### src/rtl/tle_pkg.sv
package tle_pkg;

  localparam int LINE_LEN = 16;
  localparam int IDX_W    = $clog2(LINE_LEN);

  localparam logic [7:0] CH_ESC   = 8'h1b;
  localparam logic [7:0] CH_LBR   = 8'h5b;
  localparam logic [7:0] CH_LEFT  = 8'h44;
  localparam logic [7:0] CH_RIGHT = 8'h43;
  localparam logic [7:0] CH_INS   = 8'h32;
  localparam logic [7:0] CH_DELK  = 8'h33;
  localparam logic [7:0] CH_TILDE = 8'h7e;
  localparam logic [7:0] CH_RUB   = 8'h7f;
  localparam logic [7:0] CH_CR    = 8'h0d;
  localparam logic [7:0] CH_BS    = 8'h08;
  localparam logic [7:0] CH_SPACE = 8'h20;

  localparam logic [IDX_W-1:0] IDX_LAST = IDX_W'(LINE_LEN - 1);
  localparam logic [IDX_W-1:0] CUR_MAX  = IDX_W'(LINE_LEN - 2);

  typedef enum logic [3:0] {
    S_IDLE, S_EXEC, S_LINE, S_BS_LEFT, S_SHIFT, S_TAIL, S_BSS,
    S_BS_END, S_ESC1, S_LBR, S_CSI_C, S_CHAR_BS, S_CHAR_END
  } state_t;

  typedef enum logic [2:0] {
    PH_IDLE, PH_ESC, PH_CSI, PH_CSI2, PH_CSI3
  } phase_t;

  typedef enum logic [2:0] {
    KEY_NONE, KEY_BYTE, KEY_LEFT, KEY_RIGHT, KEY_DEL
  } key_t;

  typedef enum logic [2:0] {
    SRC_LINE, SRC_TAIL, SRC_BS, SRC_ESC, SRC_LBR, SRC_C, SRC_CHAR
  } src_t;

  typedef struct packed {
    logic load_byte;
    logic emit;
    src_t src;
    logic last;
    logic idx_zero;
    logic idx_cur;
    logic idx_inc;
    logic cur_dec;
    logic cur_inc;
    logic shift;
    logic clear;
    logic wr_char;
    logic wr_space;
  } cmd_t;

  typedef struct packed {
    logic             out_free;
    logic             cur_zero;
    logic             cur_at_max;
    logic             idx_last;
    logic [7:0]       rx_byte;
    logic [IDX_W-1:0] cursor;
  } sts_t;

endpackage

### src/rtl/tle_if.sv
interface tle_rx_if;
  logic       valid;
  logic       ready;
  logic [7:0] rx_byte;

  modport source (output valid, output rx_byte, input ready);
  modport sink   (input valid, input rx_byte, output ready);
endinterface

interface tle_tx_if;
  logic       valid;
  logic       ready;
  logic       kind;
  logic [7:0] out_byte;
  logic       last;

  modport source (output valid, output kind, output out_byte, output last, input ready);
  modport sink   (input valid, input kind, input out_byte, input last, output ready);
endinterface

### src/rtl/tle_dp.sv
module tle_dp (
  input  logic          clk,
  input  logic          rst_n,
  input  tle_pkg::cmd_t cmd,
  output tle_pkg::sts_t sts,
  input  logic [7:0]    in_byte,
  input  logic          out_ready,
  output logic          out_valid,
  output logic          out_kind,
  output logic [7:0]    out_data,
  output logic          out_last
);
  import tle_pkg::*;

  logic [7:0]       store_r [LINE_LEN];
  logic [7:0]       store_nxt [LINE_LEN];
  logic [IDX_W-1:0] cur_r, cur_nxt;
  logic [IDX_W-1:0] idx_r, idx_nxt;
  logic [7:0]       byte_r;
  logic             oval_r, oval_nxt;
  logic             okind_r;
  logic [7:0]       obyte_r;
  logic             olast_r;
  logic [7:0]       rd_byte;
  logic [7:0]       sel_byte;

  assign rd_byte = store_r[idx_r];

  // line store: clear, shift left from cursor, or write at cursor
  always_comb begin
    for (int i = 0; i < LINE_LEN; i++) begin
      store_nxt[i] = store_r[i];
      if (cmd.clear) begin
        store_nxt[i] = '0;
      end else if (cmd.shift && IDX_W'(i) >= cur_r) begin
        store_nxt[i] = (i == LINE_LEN - 1) ? 8'h00 : store_r[(i + 1) % LINE_LEN];
      end else if (cmd.wr_char && IDX_W'(i) == cur_r) begin
        store_nxt[i] = byte_r;
      end else if (cmd.wr_space && IDX_W'(i) == cur_r && store_r[i] == 8'h00) begin
        store_nxt[i] = CH_SPACE;
      end
    end
  end

  always_comb begin
    cur_nxt = cur_r;
    if (cmd.clear) begin
      cur_nxt = '0;
    end else if (cmd.cur_dec) begin
      cur_nxt = cur_r - 1'b1;
    end else if (cmd.cur_inc) begin
      cur_nxt = cur_r + 1'b1;
    end
  end

  always_comb begin
    idx_nxt = idx_r;
    if (cmd.idx_zero) begin
      idx_nxt = '0;
    end else if (cmd.idx_cur) begin
      idx_nxt = cur_r;
    end else if (cmd.idx_inc) begin
      idx_nxt = idx_r + 1'b1;
    end
  end

  always_comb begin
    case (cmd.src)
      SRC_LINE: sel_byte = rd_byte;
      SRC_TAIL: sel_byte = (rd_byte == 8'h00) ? CH_SPACE : rd_byte;
      SRC_BS:   sel_byte = CH_BS;
      SRC_ESC:  sel_byte = CH_ESC;
      SRC_LBR:  sel_byte = CH_LBR;
      SRC_C:    sel_byte = CH_RIGHT;
      SRC_CHAR: sel_byte = byte_r;
      default:  sel_byte = byte_r;
    endcase
  end

  always_comb begin
    oval_nxt = oval_r;
    if (cmd.emit) begin
      oval_nxt = 1'b1;
    end else if (out_ready) begin
      oval_nxt = 1'b0;
    end
  end

  always_ff @(posedge clk) begin
    if (!rst_n) begin
      for (int i = 0; i < LINE_LEN; i++) begin
        store_r[i] <= '0;
      end
      cur_r  <= '0;
      idx_r  <= '0;
      oval_r <= 1'b0;
    end else begin
      store_r <= store_nxt;
      cur_r   <= cur_nxt;
      idx_r   <= idx_nxt;
      oval_r  <= oval_nxt;
    end
  end

  always_ff @(posedge clk) begin
    if (cmd.load_byte) begin
      byte_r <= in_byte;
    end
    if (cmd.emit) begin
      okind_r <= (cmd.src == SRC_LINE);
      obyte_r <= sel_byte;
      olast_r <= cmd.last;
    end
  end

  assign sts.out_free   = !oval_r || out_ready;
  assign sts.cur_zero   = (cur_r == '0);
  assign sts.cur_at_max = (cur_r == CUR_MAX);
  assign sts.idx_last   = (idx_r == IDX_LAST);
  assign sts.rx_byte    = byte_r;
  assign sts.cursor     = cur_r;

  assign out_valid = oval_r;
  assign out_kind  = okind_r;
  assign out_data  = obyte_r;
  assign out_last  = olast_r;

endmodule

### src/rtl/tle_ctrl.sv
module tle_ctrl (
  input  logic          clk,
  input  logic          rst_n,
  input  logic          in_valid,
  output logic          in_ready,
  input  tle_pkg::sts_t sts,
  output tle_pkg::cmd_t cmd
);
  import tle_pkg::*;

  state_t state_r, state_nxt;
  phase_t esc_r, esc_nxt;
  key_t   key;
  logic   is_cr;
  logic   is_rub;

  assign is_cr  = (sts.rx_byte == CH_CR);
  assign is_rub = (sts.rx_byte == CH_RUB);

  // escape decoder, evaluated on the held byte
  always_comb begin
    key     = KEY_NONE;
    esc_nxt = PH_IDLE;
    unique case (esc_r)
      PH_ESC: begin
        if (sts.rx_byte == CH_LBR) begin
          esc_nxt = PH_CSI;
        end
      end
      PH_CSI: begin
        if (sts.rx_byte == CH_LEFT) begin
          key = KEY_LEFT;
        end else if (sts.rx_byte == CH_RIGHT) begin
          key = KEY_RIGHT;
        end else if (sts.rx_byte == CH_INS) begin
          esc_nxt = PH_CSI2;
        end else if (sts.rx_byte == CH_DELK) begin
          esc_nxt = PH_CSI3;
        end
      end
      PH_CSI2: key = KEY_NONE;
      PH_CSI3: begin
        if (sts.rx_byte == CH_TILDE) begin
          key = KEY_DEL;
        end
      end
      PH_IDLE: begin
        if ((sts.rx_byte >= CH_SPACE && sts.rx_byte <= CH_TILDE) ||
            sts.rx_byte == CH_BS || is_cr || is_rub) begin
          key = KEY_BYTE;
        end else if (sts.rx_byte == CH_ESC) begin
          esc_nxt = PH_ESC;
        end
      end
      default: esc_nxt = PH_IDLE;
    endcase
  end

  // next state
  always_comb begin
    state_nxt = state_r;
    unique case (state_r)
      S_IDLE: begin
        if (in_valid) begin
          state_nxt = S_EXEC;
        end
      end
      S_EXEC: begin
        unique case (key)
          KEY_BYTE: begin
            if (is_cr) begin
              state_nxt = S_LINE;
            end else if (is_rub) begin
              state_nxt = sts.cur_zero ? S_IDLE : S_BS_LEFT;
            end else begin
              state_nxt = sts.cur_at_max ? S_CHAR_BS : S_CHAR_END;
            end
          end
          KEY_DEL:   state_nxt = sts.cur_zero ? S_IDLE : S_SHIFT;
          KEY_LEFT:  state_nxt = sts.cur_zero ? S_IDLE : S_BS_END;
          KEY_RIGHT: state_nxt = sts.cur_at_max ? S_IDLE : S_ESC1;
          KEY_NONE:  state_nxt = S_IDLE;
          default:   state_nxt = S_IDLE;
        endcase
      end
      S_SHIFT: state_nxt = S_TAIL;
      default: begin
        if (sts.out_free) begin
          unique case (state_r)
            S_LINE:     state_nxt = sts.idx_last ? S_IDLE : S_LINE;
            S_BS_LEFT:  state_nxt = S_SHIFT;
            S_TAIL:     state_nxt = sts.idx_last ? S_BSS : S_TAIL;
            S_BSS:      state_nxt = sts.idx_last ? S_IDLE : S_BSS;
            S_ESC1:     state_nxt = S_LBR;
            S_LBR:      state_nxt = S_CSI_C;
            S_CHAR_BS:  state_nxt = S_BS_END;
            default:    state_nxt = S_IDLE;
          endcase
        end
      end
    endcase
  end

  // outputs
  always_comb begin
    cmd      = '0;
    cmd.src  = SRC_BS;
    in_ready = 1'b0;
    unique case (state_r)
      S_IDLE: begin
        in_ready      = 1'b1;
        cmd.load_byte = in_valid;
      end
      S_EXEC: begin
        unique case (key)
          KEY_BYTE: begin
            if (is_cr) begin
              cmd.idx_zero = 1'b1;
            end else if (!is_rub) begin
              cmd.wr_char = 1'b1;
              cmd.cur_inc = !sts.cur_at_max;
            end
          end
          KEY_LEFT:  cmd.cur_dec = !sts.cur_zero;
          KEY_RIGHT: begin
            cmd.wr_space = 1'b1;
            cmd.cur_inc  = !sts.cur_at_max;
          end
          default: cmd.src = SRC_BS;
        endcase
      end
      S_SHIFT: begin
        cmd.shift   = 1'b1;
        cmd.idx_cur = 1'b1;
      end
      S_LINE: begin
        cmd.src = SRC_LINE;
        if (sts.out_free) begin
          cmd.emit    = 1'b1;
          cmd.last    = sts.idx_last;
          cmd.idx_inc = 1'b1;
          cmd.clear   = sts.idx_last;
        end
      end
      S_BS_LEFT: begin
        if (sts.out_free) begin
          cmd.emit    = 1'b1;
          cmd.cur_dec = 1'b1;
        end
      end
      S_TAIL: begin
        cmd.src = SRC_TAIL;
        if (sts.out_free) begin
          cmd.emit    = 1'b1;
          cmd.idx_cur = sts.idx_last;
          cmd.idx_inc = !sts.idx_last;
        end
      end
      S_BSS: begin
        if (sts.out_free) begin
          cmd.emit    = 1'b1;
          cmd.last    = sts.idx_last;
          cmd.idx_inc = 1'b1;
        end
      end
      S_BS_END: begin
        cmd.emit = sts.out_free;
        cmd.last = 1'b1;
      end
      S_ESC1: begin
        cmd.src  = SRC_ESC;
        cmd.emit = sts.out_free;
      end
      S_LBR: begin
        cmd.src  = SRC_LBR;
        cmd.emit = sts.out_free;
      end
      S_CSI_C: begin
        cmd.src  = SRC_C;
        cmd.emit = sts.out_free;
        cmd.last = 1'b1;
      end
      S_CHAR_BS: begin
        cmd.src  = SRC_CHAR;
        cmd.emit = sts.out_free;
      end
      S_CHAR_END: begin
        cmd.src  = SRC_CHAR;
        cmd.emit = sts.out_free;
        cmd.last = 1'b1;
      end
      default: in_ready = 1'b0;
    endcase
  end

  always_ff @(posedge clk) begin
    if (!rst_n) begin
      state_r <= S_IDLE;
      esc_r   <= PH_IDLE;
    end else begin
      state_r <= state_nxt;
      if (state_r == S_EXEC) begin
        esc_r <= esc_nxt;
      end
    end
  end

endmodule

### src/rtl/terminal_line_editor_core.sv
// Terminal line editor. Takes raw terminal bytes, one word per input, and
// keeps a LINE_LEN-byte line with a cursor (held to at most LINE_LEN-2).
// ESC [ D / ESC [ C move the cursor, ESC [ 3 ~ deletes at a nonzero cursor, 0x7f
// deletes left of it, printable bytes and 0x08 are stored at the cursor,
// ESC [ 2 ~ and all other bytes are dropped. Each input yields zero or more
// result words: echo bytes (kind 0) for the terminal, or on CR the whole
// line (kind 1, LINE_LEN words, unused slots 0) after which the line and
// cursor clear. The final word of an input carries last; inputs that
// produce nothing give no word at all.
// Timing: one input at a time. An input is taken and then decoded in the
// next cycle; then the result words leave at one per cycle while the
// receiver keeps ready high, through a single output register. A delete
// shifts the buffer in its own state, S_SHIFT, before the tail redraw.
// The worst case is a rubout with the cursor at 1, which gives
// 2*LINE_LEN+1 result words; a CR gives LINE_LEN. The next input is taken
// as soon as the last word sits in the output register.
module terminal_line_editor_core (
  input logic      clk,
  input logic      rst_n,
  tle_rx_if.sink   in_ch,
  tle_tx_if.source out_ch
);
  import tle_pkg::*;

  cmd_t cmd;
  sts_t sts;

  // sequencer: escape decode and word ordering
  tle_ctrl u_ctrl (
    .clk      (clk),
    .rst_n    (rst_n),
    .in_valid (in_ch.valid),
    .in_ready (in_ch.ready),
    .sts      (sts),
    .cmd      (cmd)
  );

  // line store, cursor, sweep index and output register
  tle_dp u_dp (
    .clk       (clk),
    .rst_n     (rst_n),
    .cmd       (cmd),
    .sts       (sts),
    .in_byte   (in_ch.rx_byte),
    .out_ready (out_ch.ready),
    .out_valid (out_ch.valid),
    .out_kind  (out_ch.kind),
    .out_data  (out_ch.out_byte),
    .out_last  (out_ch.last)
  );

`ifndef SYNTHESIS
  // cursor never runs past the last editable slot
  a_cur_range: assert property (@(posedge clk) disable iff (!rst_n)
    sts.cursor <= CUR_MAX)
    else $error("cursor beyond limit");

  // a word is only loaded when the output register can take it
  a_emit_free: assert property (@(posedge clk) disable iff (!rst_n)
    cmd.emit |-> sts.out_free)
    else $error("output word overwritten");

  // the final line word leaves the line cleared with cursor home
  a_line_clear: assert property (@(posedge clk) disable iff (!rst_n)
    (cmd.emit && cmd.src == SRC_LINE && cmd.last) |=> sts.cursor == '0)
    else $error("line not cleared after CR");
`endif

endmodule

### src/flat_wrapper.sv
// flat-port wrapper written by rule: the top's interface ports become plain ports
module terminal_line_editor_core_flat import tle_pkg::*;
  (clk, rst_n, in_ch_valid, in_ch_rx_byte, in_ch_ready, out_ch_valid, out_ch_kind, out_ch_out_byte, out_ch_last, out_ch_ready);
  tle_rx_if in_ch_i ();
  tle_tx_if out_ch_i ();
  input logic clk;
  input logic rst_n;
  input wire logic [$bits(in_ch_i.valid)-1:0] in_ch_valid;
  input wire logic [$bits(in_ch_i.rx_byte)-1:0] in_ch_rx_byte;
  output wire logic [$bits(in_ch_i.ready)-1:0] in_ch_ready;
  output wire logic [$bits(out_ch_i.valid)-1:0] out_ch_valid;
  output wire logic [$bits(out_ch_i.kind)-1:0] out_ch_kind;
  output wire logic [$bits(out_ch_i.out_byte)-1:0] out_ch_out_byte;
  output wire logic [$bits(out_ch_i.last)-1:0] out_ch_last;
  input wire logic [$bits(out_ch_i.ready)-1:0] out_ch_ready;
  assign in_ch_i.valid = in_ch_valid;
  assign in_ch_i.rx_byte = in_ch_rx_byte;
  assign in_ch_ready = in_ch_i.ready;
  assign out_ch_valid = out_ch_i.valid;
  assign out_ch_kind = out_ch_i.kind;
  assign out_ch_out_byte = out_ch_i.out_byte;
  assign out_ch_last = out_ch_i.last;
  assign out_ch_i.ready = out_ch_ready;
  terminal_line_editor_core u_core (.clk(clk), .rst_n(rst_n), .in_ch(in_ch_i), .out_ch(out_ch_i));
endmodule
### config.mk
export PLATFORM = sky130hd
export DESIGN_NAME = terminal_line_editor_core_flat
export DESIGN_NICKNAME = d
export VERILOG_FILES = /design/src/rtl/tle_pkg.sv /design/src/rtl/tle_if.sv /design/src/rtl/tle_dp.sv /design/src/rtl/tle_ctrl.sv /design/src/rtl/terminal_line_editor_core.sv /design/src/flat_wrapper.sv
export SDC_FILE = /design/constraint.sdc
export NUM_CORES = 1
export LEC_CHECK = 0
export BUFFER_PORTS_ARGS = -buffer_cell sky130_fd_sc_hd__buf_4
export CAP_MARGIN = 20
export CORE_AREA = 2 2 161 163
export DETAILED_ROUTE_END_ITERATION = 16
export DIE_AREA = 0 0 163 165
export GPL_TIMING_DRIVEN = 0
export MAX_ROUTING_LAYER = met4
export PLACE_DENSITY_LB_ADDON = 0.25
export SLEW_MARGIN = 20
export SYNTH_ARGS = -nofsm -noshare
export SYNTH_HDL_FRONTEND = slang
export SYNTH_SLANG_ARGS = --single-unit
### constraint.sdc
create_clock -name clk -period 2.79 [get_ports clk]
set_input_delay 0.558 -clock clk [delete_from_list [all_inputs] [get_ports clk]]
set_output_delay 0.558 -clock clk [all_outputs]
set_load 0.01 [all_outputs]
Word level (Yosys, flattened, before mapping)
Index checks and enable logic that the tools add are counted.
- register bits after elaboration: 162
- bits in latches: 0
- memory bits (writable): 0
- bits in read-only memories: 0
- output and inout port bits: 12
- word-level logic and storage cells: 336
- memories: 0
- add/subtract/negate cells: 3
- multiply operators: 0
- div/mod/pow operators: 0
- $lt $le $gt $ge: 19
- equality and inequality tests: 52
- shift-type cells: 0
- muxes and demuxes: 112
- bitwise operators: 2
- reduce and logical (&&, ||, !) cells: 123
- operators with widths (cell ; number):
    $mux W8 ; 50
    $logic_not A8 Y1 ; 17
    $logic_and A1 B1 Y1 ; 65
    $pmux W8 S6 ; 1
    $reduce_bool A3 Y1 ; 15
    $eq A8 B7 Y1 const B ; 5
    $mux W4 ; 9
    $bmux W8 S4 ; 1
    $eq A4 B4 Y1 const A ; 8
    $ge A4 B4 Y1 const A ; 8
    $eq A4 B4 Y1 const B ; 7
    $pmux W4 S7 ; 1
    $mux W3 ; 9
    $mux W1 ; 22
    $pmux W3 S3 ; 2
    $pmux W3 S6 ; 1
    $eq A3 B4 Y1 const A ; 4
    $eq A4 B3 Y1 const B ; 4
    $eq A8 B4 Y1 const B ; 2
    $eq A8 B6 Y1 const B ; 2
    $ge A3 B4 Y1 const A ; 4
    $mux W2 ; 8
    $pmux W4 S4 ; 1
    $eq A3 B2 Y1 const B ; 5
    other kinds (30) ; 60

Logic depth before layout (Yosys ltp)
Gate-level depths: netlist of the first run.
- depth in word-level cells: 15
- mapped depth: 9
- mapped depth without buffers: 8

Modules after synthesis
From an unflattened synthesis of the first run, not the netlist that was laid out.
- cells, all modules: 974
- area total of the unflattened synthesis: 9019.9 um2
- modules (own cells, without submodules) (module ; instances ; cells an instance ; area an instance (um2)):
    tle_dp ; 1 ; 831 ; 7957.6
    tle_ctrl ; 1 ; 143 ; 1062.3

Worst setup path before layout of the first run
OpenSTA, ideal clock, no wires.
- path kind: register to register
- from: reg u_core.u_dp.idx_r[0]
- to: reg u_core.u_dp.obyte_r[3], in the netlist u_core.u_dp.out_data[3] (data pin)
- arrival time: 2.345 ns
- required time: 2.524 ns
- path slack: 0.179 ns
- stages on the path, launching flop included: 9
- path through: dfxtp_1 buf_2 buf_2 clkbuf_1 mux4_2 mux4_2 a21o_1 a21oi_1 a21oi_1
- word-level cells in the longest chain between the ends: 7
- RTL lines (element ; line ; source):
    start, declared ; tle_dp.sv:18 ; logic [IDX_W-1:0] idx_r, idx_nxt;
    start signal, assigned ; tle_dp.sv:100 ; idx_r <= idx_nxt;
    $not A4 Y5 (implied by the code) * ; tle_dp.sv:27 ; assign rd_byte = store_r[idx_r];
    $bmux W8 S4 * ; tle_dp.sv:27 ;
    $mux W8 (implied by the code) * (2 in a row) ; tle_dp.sv:27 ;
    $logic_not A8 Y1 ; tle_dp.sv:70 ; SRC_TAIL: sel_byte = (rd_byte == 8'h00) ? CH_SPACE : rd_byte;
    $mux W8 ; tle_dp.sv:70 ;
    $pmux W8 S6 * ; tle_dp.sv:68 ; case (cmd.src)
    via u_core.u_dp.sel_byte[3] ; tle_dp.sv:25 ; logic [7:0] sel_byte;
    end signal, assigned ; tle_dp.sv:111 ; obyte_r <= sel_byte;
    end, declared ; tle_dp.sv:22 ; logic [7:0] obyte_r;
Mark *: on every way through the listed nets, which the timed path passes. The rest lies on a longest branch. The select of a mux whose other input is x is not followed.
A chain may end at the register's enable or synchronous reset.

Worst setup path in the final report of the first run
- from: reg u_core.u_dp.byte_r[7]
- to: reg u_core.u_dp.store_r[83] (netlist name)
- word-level cells in the longest chain between the ends: 13
- elaborated cells on any way between the ends: 30
- classes of those cells: order compare: 2; eq/ne: 8; mux: 12; reduce/logical: 8
- RTL lines (element ; line ; source):
    start, declared ; tle_dp.sv:19 ; logic [7:0] byte_r;
    start signal, assigned ; tle_dp.sv:107 ; byte_r <= in_byte;
    $ge A8 B6 Y1 / $le A8 B7 Y1 (equally long branches) ; tle_ctrl.sv:48 ; if ((sts.rx_byte >= CH_SPACE && sts.rx_byte <= CH_TILDE) ||
    $logic_and A1 B1 Y1 ; tle_ctrl.sv:48 ;
    $logic_or A1 B1 Y1 ; tle_ctrl.sv:48 ;
    $logic_or A1 B1 Y1 (2 in a row) ; tle_ctrl.sv:49 ; sts.rx_byte == CH_BS || is_cr || is_rub) begin
    $mux W1 ; tle_ctrl.sv:48 ;
    $pmux W3 S3 ; tle_ctrl.sv:24 ; unique case (esc_r)
    $eq A3 B1 Y1 / $eq A3 B2 Y1 (equally long branches) ; tle_ctrl.sv:115 ; unique case (key)
    $mux W1 ; tle_ctrl.sv:115 ;
    $mux W2 * ; tle_ctrl.sv:109 ; unique case (state_r)
    $logic_and A1 B1 Y1, on equally long branches ; tle_dp.sv:37, tle_dp.sv:39 ;
    $mux W8 / $logic_and A1 B1 Y1 (equally long branches) ; tle_dp.sv:37, tle_dp.sv:39 ;
    $mux W8 / $reduce_bool A3 Y1 (equally long branches) ; n/a ;
    end signal, assigned ; tle_dp.sv:98 ; store_r <= store_nxt;
    end, declared ; tle_dp.sv:15 ; logic [7:0] store_r [LINE_LEN];
Every way passes the cells marked *; elsewhere a longest branch is shown, timed or not.

==> impl_metrics.csv, run 1 <==
group,metric,value,unit
status,status,"complete, no violations",
global_routing,grtUsageTotal,0.295,
final_layout,fin_area,10600,µm²
clock_network,htreeDepth,4,
die,fp.dieH,165,µm
setup_path,critical_path.max_fanout,10,
timing,period_share,0.970,
timing,rsz0062_at_grt,"no",
min_path,min_path_cells,1,
setup_path,worstSetupPathType,"reg -> reg",
detailed_routing,dr_total_vias,9679,
clock_network,clk_path_buf_depth,2,
clock_network,tritoncts,"yes",
timing,maxSlewViolCount,0,
yosys,async_reset_ff_frac,0,
yosys,ys_types,84,
global_routing,grt_pass1_vias,8984,
placed_design,io_buffers,23,
setup_path,r2r_start,"u_core.u_dp.byte_r[7]",
power_and_ir_drop,ir_drop,0.508,mV
yosys,synth_area_leaders,"dfxtp_1 31%, mux4_2 9.8%, edfxtp_1 5.9%",
setup_path,cpPeakStageDelay,0.35,ns
timing,finalHoldViolations,0,
yosys,yosys_register_bits,162,
setup_path,required,3.11,ns
yosys,synth_fp_nets,1068,
detailed_routing,drt_wl_total,38100,µm
min_path,hp-start,"in_ch_rx_byte[1]",
final_layout,syn2layout_area_growth,15.4,%
die,start_util,0.368,
yosys,yosysMostFrequentCell,"dfxtp_1",
die,dieArea,26900,µm²
setup_path,end_kind,"flip-flop",
yosys,synth_edf_count,18,
die,dieWidth,163,µm
setup_path,path_cells,"buf_2 > or2_1 > o32a_1 > nor4_4 > buf_6 > buf_6 > buf_12 > a31oi_4 > a222oi_1 > nor2_1",
clock_network,clk_transition_reported_paths,0.07,ns
clock_network,cts_sinks,162,
timing,period_minus_slack,2.71,ns
final_layout,fill_cells,2510,
placed_design,post-dp-hpwl,26700,µm
detailed_routing,wire_per_inst,26.5,µm
yosys,syn_inst,1051,
global_routing,grt_max_degree,17,
setup_path,r2r_slack,0.08,ns
timing,fmax,370,MHz
global_routing,grt_pass1_wl,57100,µm
yosys,synth_top_area_frac,0.313,
placed_design,post_dp_cell_area,9790,µm²
detailed_routing,vias_per_cell,6.72,
global_routing,grt_antenna_before_repair,0,
global_routing,grt_overflow_total,0,
setup_path,crit_top_cell,"buf_6",
detailed_routing,antenna_left,0,
flow_run,maxCapViolCount,0,
die,core_area,25000,µm²
setup_path,cp-start-kind,"flip-flop",
yosys,yosysSeqAreaShare,0.372,
min_path,hp-class,"in -> reg",
timing,slew_headroom,0.247,
power_and_ir_drop,powerDensity,859,nW/µm²
yosys,yosys_most_used_dff,"dfxtp_1",
timing,setup_tns,0,ns
final_layout,multiInputGateArea,5490,µm²
final_layout,drive_gt1_frac,0.170,
detailed_routing,drtIter0Drc,1485,
yosys,yosys_warnings,0,
min_path,min_to,"u_core.u_dp.byte_r[1]",
yosys,yosys-top-cells-count,"144 x dfxtp_1, 138 x nand2_1, 77 x a21oi_1",
setup_path,critPathArrivalTime,3.02,ns
yosys,avgSynthCellArea,8.76,µm²
clock_network,cts_buffers,17,
yosys,yosysTopAreaCell,"dfxtp_1",
die,pin_count,24,
power_and_ir_drop,p_leak,3.52,nW
setup_path,r2r_cells,10,
timing,setup_viol,0,
yosys,synth_area,9210,µm²
setup_path,timing.rr.end,"u_core.u_dp.store_r[83]",
detailed_routing,first_pass_iters,7,
clock_network,root_buffer,"clkbuf_16",
setup_path,slowest_stage,"edfxtp_1",
clock_network,insertion_delay,0.45,ns
die,row_count,58,
final_layout,regArea,3420,µm²
timing,clock_skew,0.0127,ns
placed_design,gp_congestion,0.985,
detailed_routing,drc,0,
timing,worst_pin_slew,1.13,ns
final_layout,nets,1114,
clock_network,cts.hold.buffers_added,0,
[registers in the layout, indices dropped and copies added, names as in the netlist]
signal                 flops
u_core.u_ctrl.esc_r        3
u_core.u_dp.store_r      128
u_core.u_dp.byte_r         8
u_core.u_dp.idx_r          4
u_core.u_dp.out_data       8
u_core.u_dp.out_last       1
u_core.u_dp.out_valid      1
u_core.u_dp.out_kind       1
u_core.u_ctrl.state_r      4
u_core.u_dp.cur_r          4
[layout by cell type, fill, tap and decap left out, drive strengths merged, types with 8 or more instances in the layout]
master / Yosys / layout
o21ai: 48 / 48
inv: 16 / 18
nor4: 37 / 37
edfxtp: 18 / 18
and2: 8 / 8
a22oi: 42 / 42
mux4: 40 / 40
nor3: 13 / 13
nand2: 138 / 138
buf: 30 / 60
nor2b: 9 / 9
a31oi: 45 / 45
a222oi: 18 / 18
o211ai: 9 / 9
nor4b: 8 / 8
a21oi: 78 / 78
nor2: 66 / 66
a32oi: 18 / 18
dfxtp: 144 / 144
o22ai: 8 / 8
nand3: 70 / 70
clkbuf: 61 / 82
and3: 26 / 26
[worst max path at each step]
stage / from / to / slack, ns / cells past startpoint
2_1_floorplan: u_core.u_dp.idx_r[0] / u_core.u_dp.out_data[3] / 0.18 / 8
3_3_place_gp: u_core.u_dp.byte_r[7] / u_core.u_dp.store_r[96] / -0.61 / 8
3_5_place_dp: u_core.u_dp.byte_r[7] / u_core.u_dp.store_r[98] / -0.60 / 8
4_1_cts: u_core.u_dp.byte_r[5] / u_core.u_dp.store_r[61] / 0.003 / 9
5_1_grt: u_core.u_dp.byte_r[1] / u_core.u_dp.store_r[84] / 0.005 / 9
6_report: u_core.u_dp.byte_r[7] / u_core.u_dp.store_r[83] / 0.08 / 10
[where the power goes]
part           internal (mW)  switching, mW
clock network           1.33           1.03
logic                   1.19           2.66
registers               2.64          0.274
[area by class of cell]
type / count / share of cell area
Clock inverter: 7 / 0.00695
Buffer: 89 / 0.0423
Inverter: 16 / 0.00565
Timing Repair Buffer: 29 / 0.0208
Multi-Input combinational cell: 782 / 0.517
Sequential cell: 162 / 0.322
Clock buffer: 24 / 0.0464
Tap cell: 330 / 0.0389
Antenna cell: 1 / 0.000235
[metrics by stage]
stage | utilization | std cells | power (mW) | hold slack (ns) | worst slack (ns)
2_1_floorplan | - | 1051 | 5.15 | 0.450 | 0.179
3_3_place_gp | 0.391 | 1404 | 6.43 | 0.480 | -0.611
3_5_place_dp | 0.391 | 1404 | 6.42 | 0.487 | -0.597
4_1_cts | 0.418 | 1438 | 8.83 | 0.282 | 0.00292
5_1_grt | 0.424 | 1439 | 9.44 | 0.277 | 0.00540
6_report | 0.424 | 1440 | 9.13 | 0.289 | 0.0845
[critical path: cells and delay by family, from the launching register on]
family,cells,cell delay [ns]
AOI/OAI and AO/OA,3,0.84
and+or+nand+nor,3,0.64
DFF,1,0.35
buffers and inverters,4,0.74
[layer usage]
layer	routed length, µm	track usage
met5	0	-
met4	2350	0.160
met3	4200	0.0771
met2	16600	0.438
met1	15000	0.368
[kinds of logic (layout without fill, tap and decap cells)]
family | count (synthesis) | after routing | synth area share
simple gates | 410 | 410 | 0.224
compound gates | 322 | 322 | 0.245
flops | 162 | 162 | 0.372
buf+inv | 107 | 165 | 0.0492
mux | 43 | 43 | 0.101
fa+ha+maj | 5 | 5 | 0.00680
xor+xnor | 2 | 2 | 0.00190
other cells | 0 | 1 | 0
[timing repair]
action                                  CTS  global route
endpoints found under the setup margin  139           118
setup buffers                             3             3
resized for setup                        29            47
pin swaps                                 1             6
Power figures use the tool's default switching activity.
==> inputs of run 2 (changes only) <==
--- a/config.mk
+++ b/config.mk
@@ -13,6 +13,7 @@
 export GPL_TIMING_DRIVEN = 0
 export MAX_ROUTING_LAYER = met4
 export PLACE_DENSITY_LB_ADDON = 0.25
+export RECOVER_POWER = 25
 export SLEW_MARGIN = 20
 export SYNTH_ARGS = -nofsm -noshare
 export SYNTH_HDL_FRONTEND = slang
==> constraint.sdc (replaced) <==
create_clock -name clk -period 2.6 [get_ports clk]
set_input_delay 0.52 -clock clk [delete_from_list [all_inputs] [get_ports clk]]
set_output_delay 0.52 -clock clk [all_outputs]
set_load 0.01 [all_outputs]
==> impl_metrics.csv, run 2 (same netlist as run 1, synthesis figures left out) <==
group,metric,value,unit
detailed_routing,drtIter0Drc,1497,
placed_design,post-dp-hpwl,26700,µm
final_layout,syn2layout_area_growth,18.8,%
die,row_count,58,
timing,period_minus_slack,2.62,ns
final_layout,nets,1129,
power_and_ir_drop,internal-power,5.66,mW
die,core_area,25000,µm²
final_layout,diodes,0,
placed_design,io_buffers,23,
detailed_routing,dr_total_vias,9733,
power_and_ir_drop,switching_power,4.39,mW
final_layout,largest_reg_flops,128,
clock_network,clk_transition_reported_paths,0.07,ns
clock_network,clk_path_buf_depth,2,
setup_path,worstSetupPathType,"reg -> reg",
final_layout,mostFrequentLayoutCell,"dfxtp_1",
detailed_routing,drc,0,
detailed_routing,vias_per_cell,6.69,
timing,clock_skew,0.0124,ns
detailed_routing,wire_per_inst,26.3,µm
detailed_routing,drt_wl_total,38300,µm
status,status,"finished, violations left",
setup_path,critical_path.max_fanout,8,
global_routing,grt_overflow_total,0,
timing,fin_ws,-0.0239,ns
die,start_util,0.368,
placed_design,post_dp_cell_area,9790,µm²
setup_path,slowest_stage,"edfxtp_1",
die,fp.dieH,165,µm
final_layout,layout_common_cells,"142 x dfxtp_1, 138 x nand2_1, 71 x a21oi_1, 70 x nand3_1, 63 x nor2_1",
timing,setup_tns,-0.0281,ns
power_and_ir_drop,ir_drop,0.392,mV
clock_network,root_buffer,"clkbuf_16",
detailed_routing,first_pass_iters,9,
setup_path,required,2.92,ns
timing,rsz0062_at_grt,"yes",
setup_path,crit_top_cell,"buf_12",
setup_path,cpPeakStageDelay,0.48,ns
power_and_ir_drop,pwr-share-comb,0.437,
setup_path,critPathArrivalTime,2.95,ns
timing,fmax,381,MHz
clock_network,cts_buffers,17,
flow_run,maxCapViolCount,0,
setup_path,end_kind,"flip-flop",
min_path,hp-class,"in -> reg",
setup_path,path_cells,"or2_1 > o32a_1 > nor4_4 > buf_6 > buf_12 > buf_12 > a31oi_4 > a222oi_1 > nor2_1",
timing,period_share,1.01,
final_layout,top_register,"u_core.u_dp.store_r",
die,dieArea,26900,µm²
global_routing,grt_pass1_vias,9090,
setup_path,cp-start-kind,"flip-flop",
global_routing,grt_antenna_before_repair,0,
detailed_routing,wl_met3,4480,µm
timing,setup_viol,2,
detailed_routing,antenna_left,0,
timing,slew_headroom,0.207,
clock_network,insertion_delay,0.45,ns
setup_path,r2r_cells,9,
detailed_routing,routed.top_layer,"met4",
clock_network,htreeDepth,4,
die,pin_count,24,
power_and_ir_drop,p_sw_frac,0.437,
detailed_routing,met1Wirelength,15000,µm
placed_design,dpl_worst_slack,-0.832,ns
global_routing,grtUsageTotal,0.294,
power_and_ir_drop,seqPwrFrac,0.312,
timing,worst_pin_slew,1.19,ns
timing,maxSlewViolCount,0,
placed_design,gp_congestion,1.03,
power_and_ir_drop,clkPwrFrac,0.250,
final_layout,fin_area,10900,µm²
status,violations,"negative setup slack",
clock_network,cts.hold.buffers_added,0,
final_layout,drive_gt1_frac,0.187,
detailed_routing,dr_wl_met2,16800,µm
power_and_ir_drop,powerDensity,919,nW/µm²
power_and_ir_drop,p_total,10.0,mW
power_and_ir_drop,p_leak,3.62,nW
min_path,min_path_cells,1,
global_routing,grt_pass1_wl,57000,µm
clock_network,tritoncts,"yes",
global_routing,grt_max_degree,17,
die,dieWidth,163,µm
clock_network,cts_sinks,162,
timing,finalHoldViolations,0,
-- run 2: path summary, 6_finish.rpt --
path                                 from                 endpoint  slack (ns)
setup / recovery    u_core.u_dp.byte_r[4]  u_core.u_dp.store_r[81]       -0.02
hold / removal           in_ch_rx_byte[1]    u_core.u_dp.byte_r[1]        0.27
setup reg to reg    u_core.u_dp.byte_r[4]  u_core.u_dp.store_r[81]       -0.02
hold reg to reg   u_core.u_dp.store_r[22]  u_core.u_dp.store_r[30]        0.51
-- run 2: per-stage QoR --
step,util,std cells,hold WS (ns)
2_1_floorplan,-,1051,0.450
3_3_place_gp,0.391,1404,0.486
3_5_place_dp,0.391,1404,0.494
4_1_cts,0.427,1444,0.245
5_1_grt,0.437,1455,0.267
6_report,0.437,1455,0.271
-- run 2: what timing repair did --
action	CTS	global route
setup buffers	8	13
resized for setup	70	52
gates cloned	1	1
setup endpoints to repair	141	137
pin swaps	8	13
-- run 2: area by class of cell --
class / count / area, µm²
Buffer: 87 / 524
Clock buffer: 22 / 464
Clock inverter: 10 / 103
Fill cell: 2513 / 14100
Inverter: 16 / 60.1
Multi-Input combinational cell: 782 / 5600
Sequential cell: 162 / 3430
Tap cell: 330 / 413
Timing Repair Buffer: 46 / 347
-- run 2: worst max-delay path: cells and delay by family (launching register included) --
kind	cells	cell delay (ns)
AOI/OAI and AO/OA	3	0.82
buffers and inverters	3	0.50
DFF	1	0.48
and+or+nand+nor	3	0.69
-- run 2: metal layers --
layer	GRT usage	up-vias
li1	-	4191
met1	0.367	4709
met2	0.434	690
met3	0.0809	143
met4	0.157	0
met5	-	-
-- run 2: power groups by stage --
stage	registers, mW	clock network, mW	logic (mW)
after global routing	3.16	2.63	4.60
after global placement	3.12	0	3.74
after detailed placement	3.12	0	3.75
final	3.14	2.52	4.40
after floorplan	3.07	0	2.46
after CTS	3.08	2.53	4.08
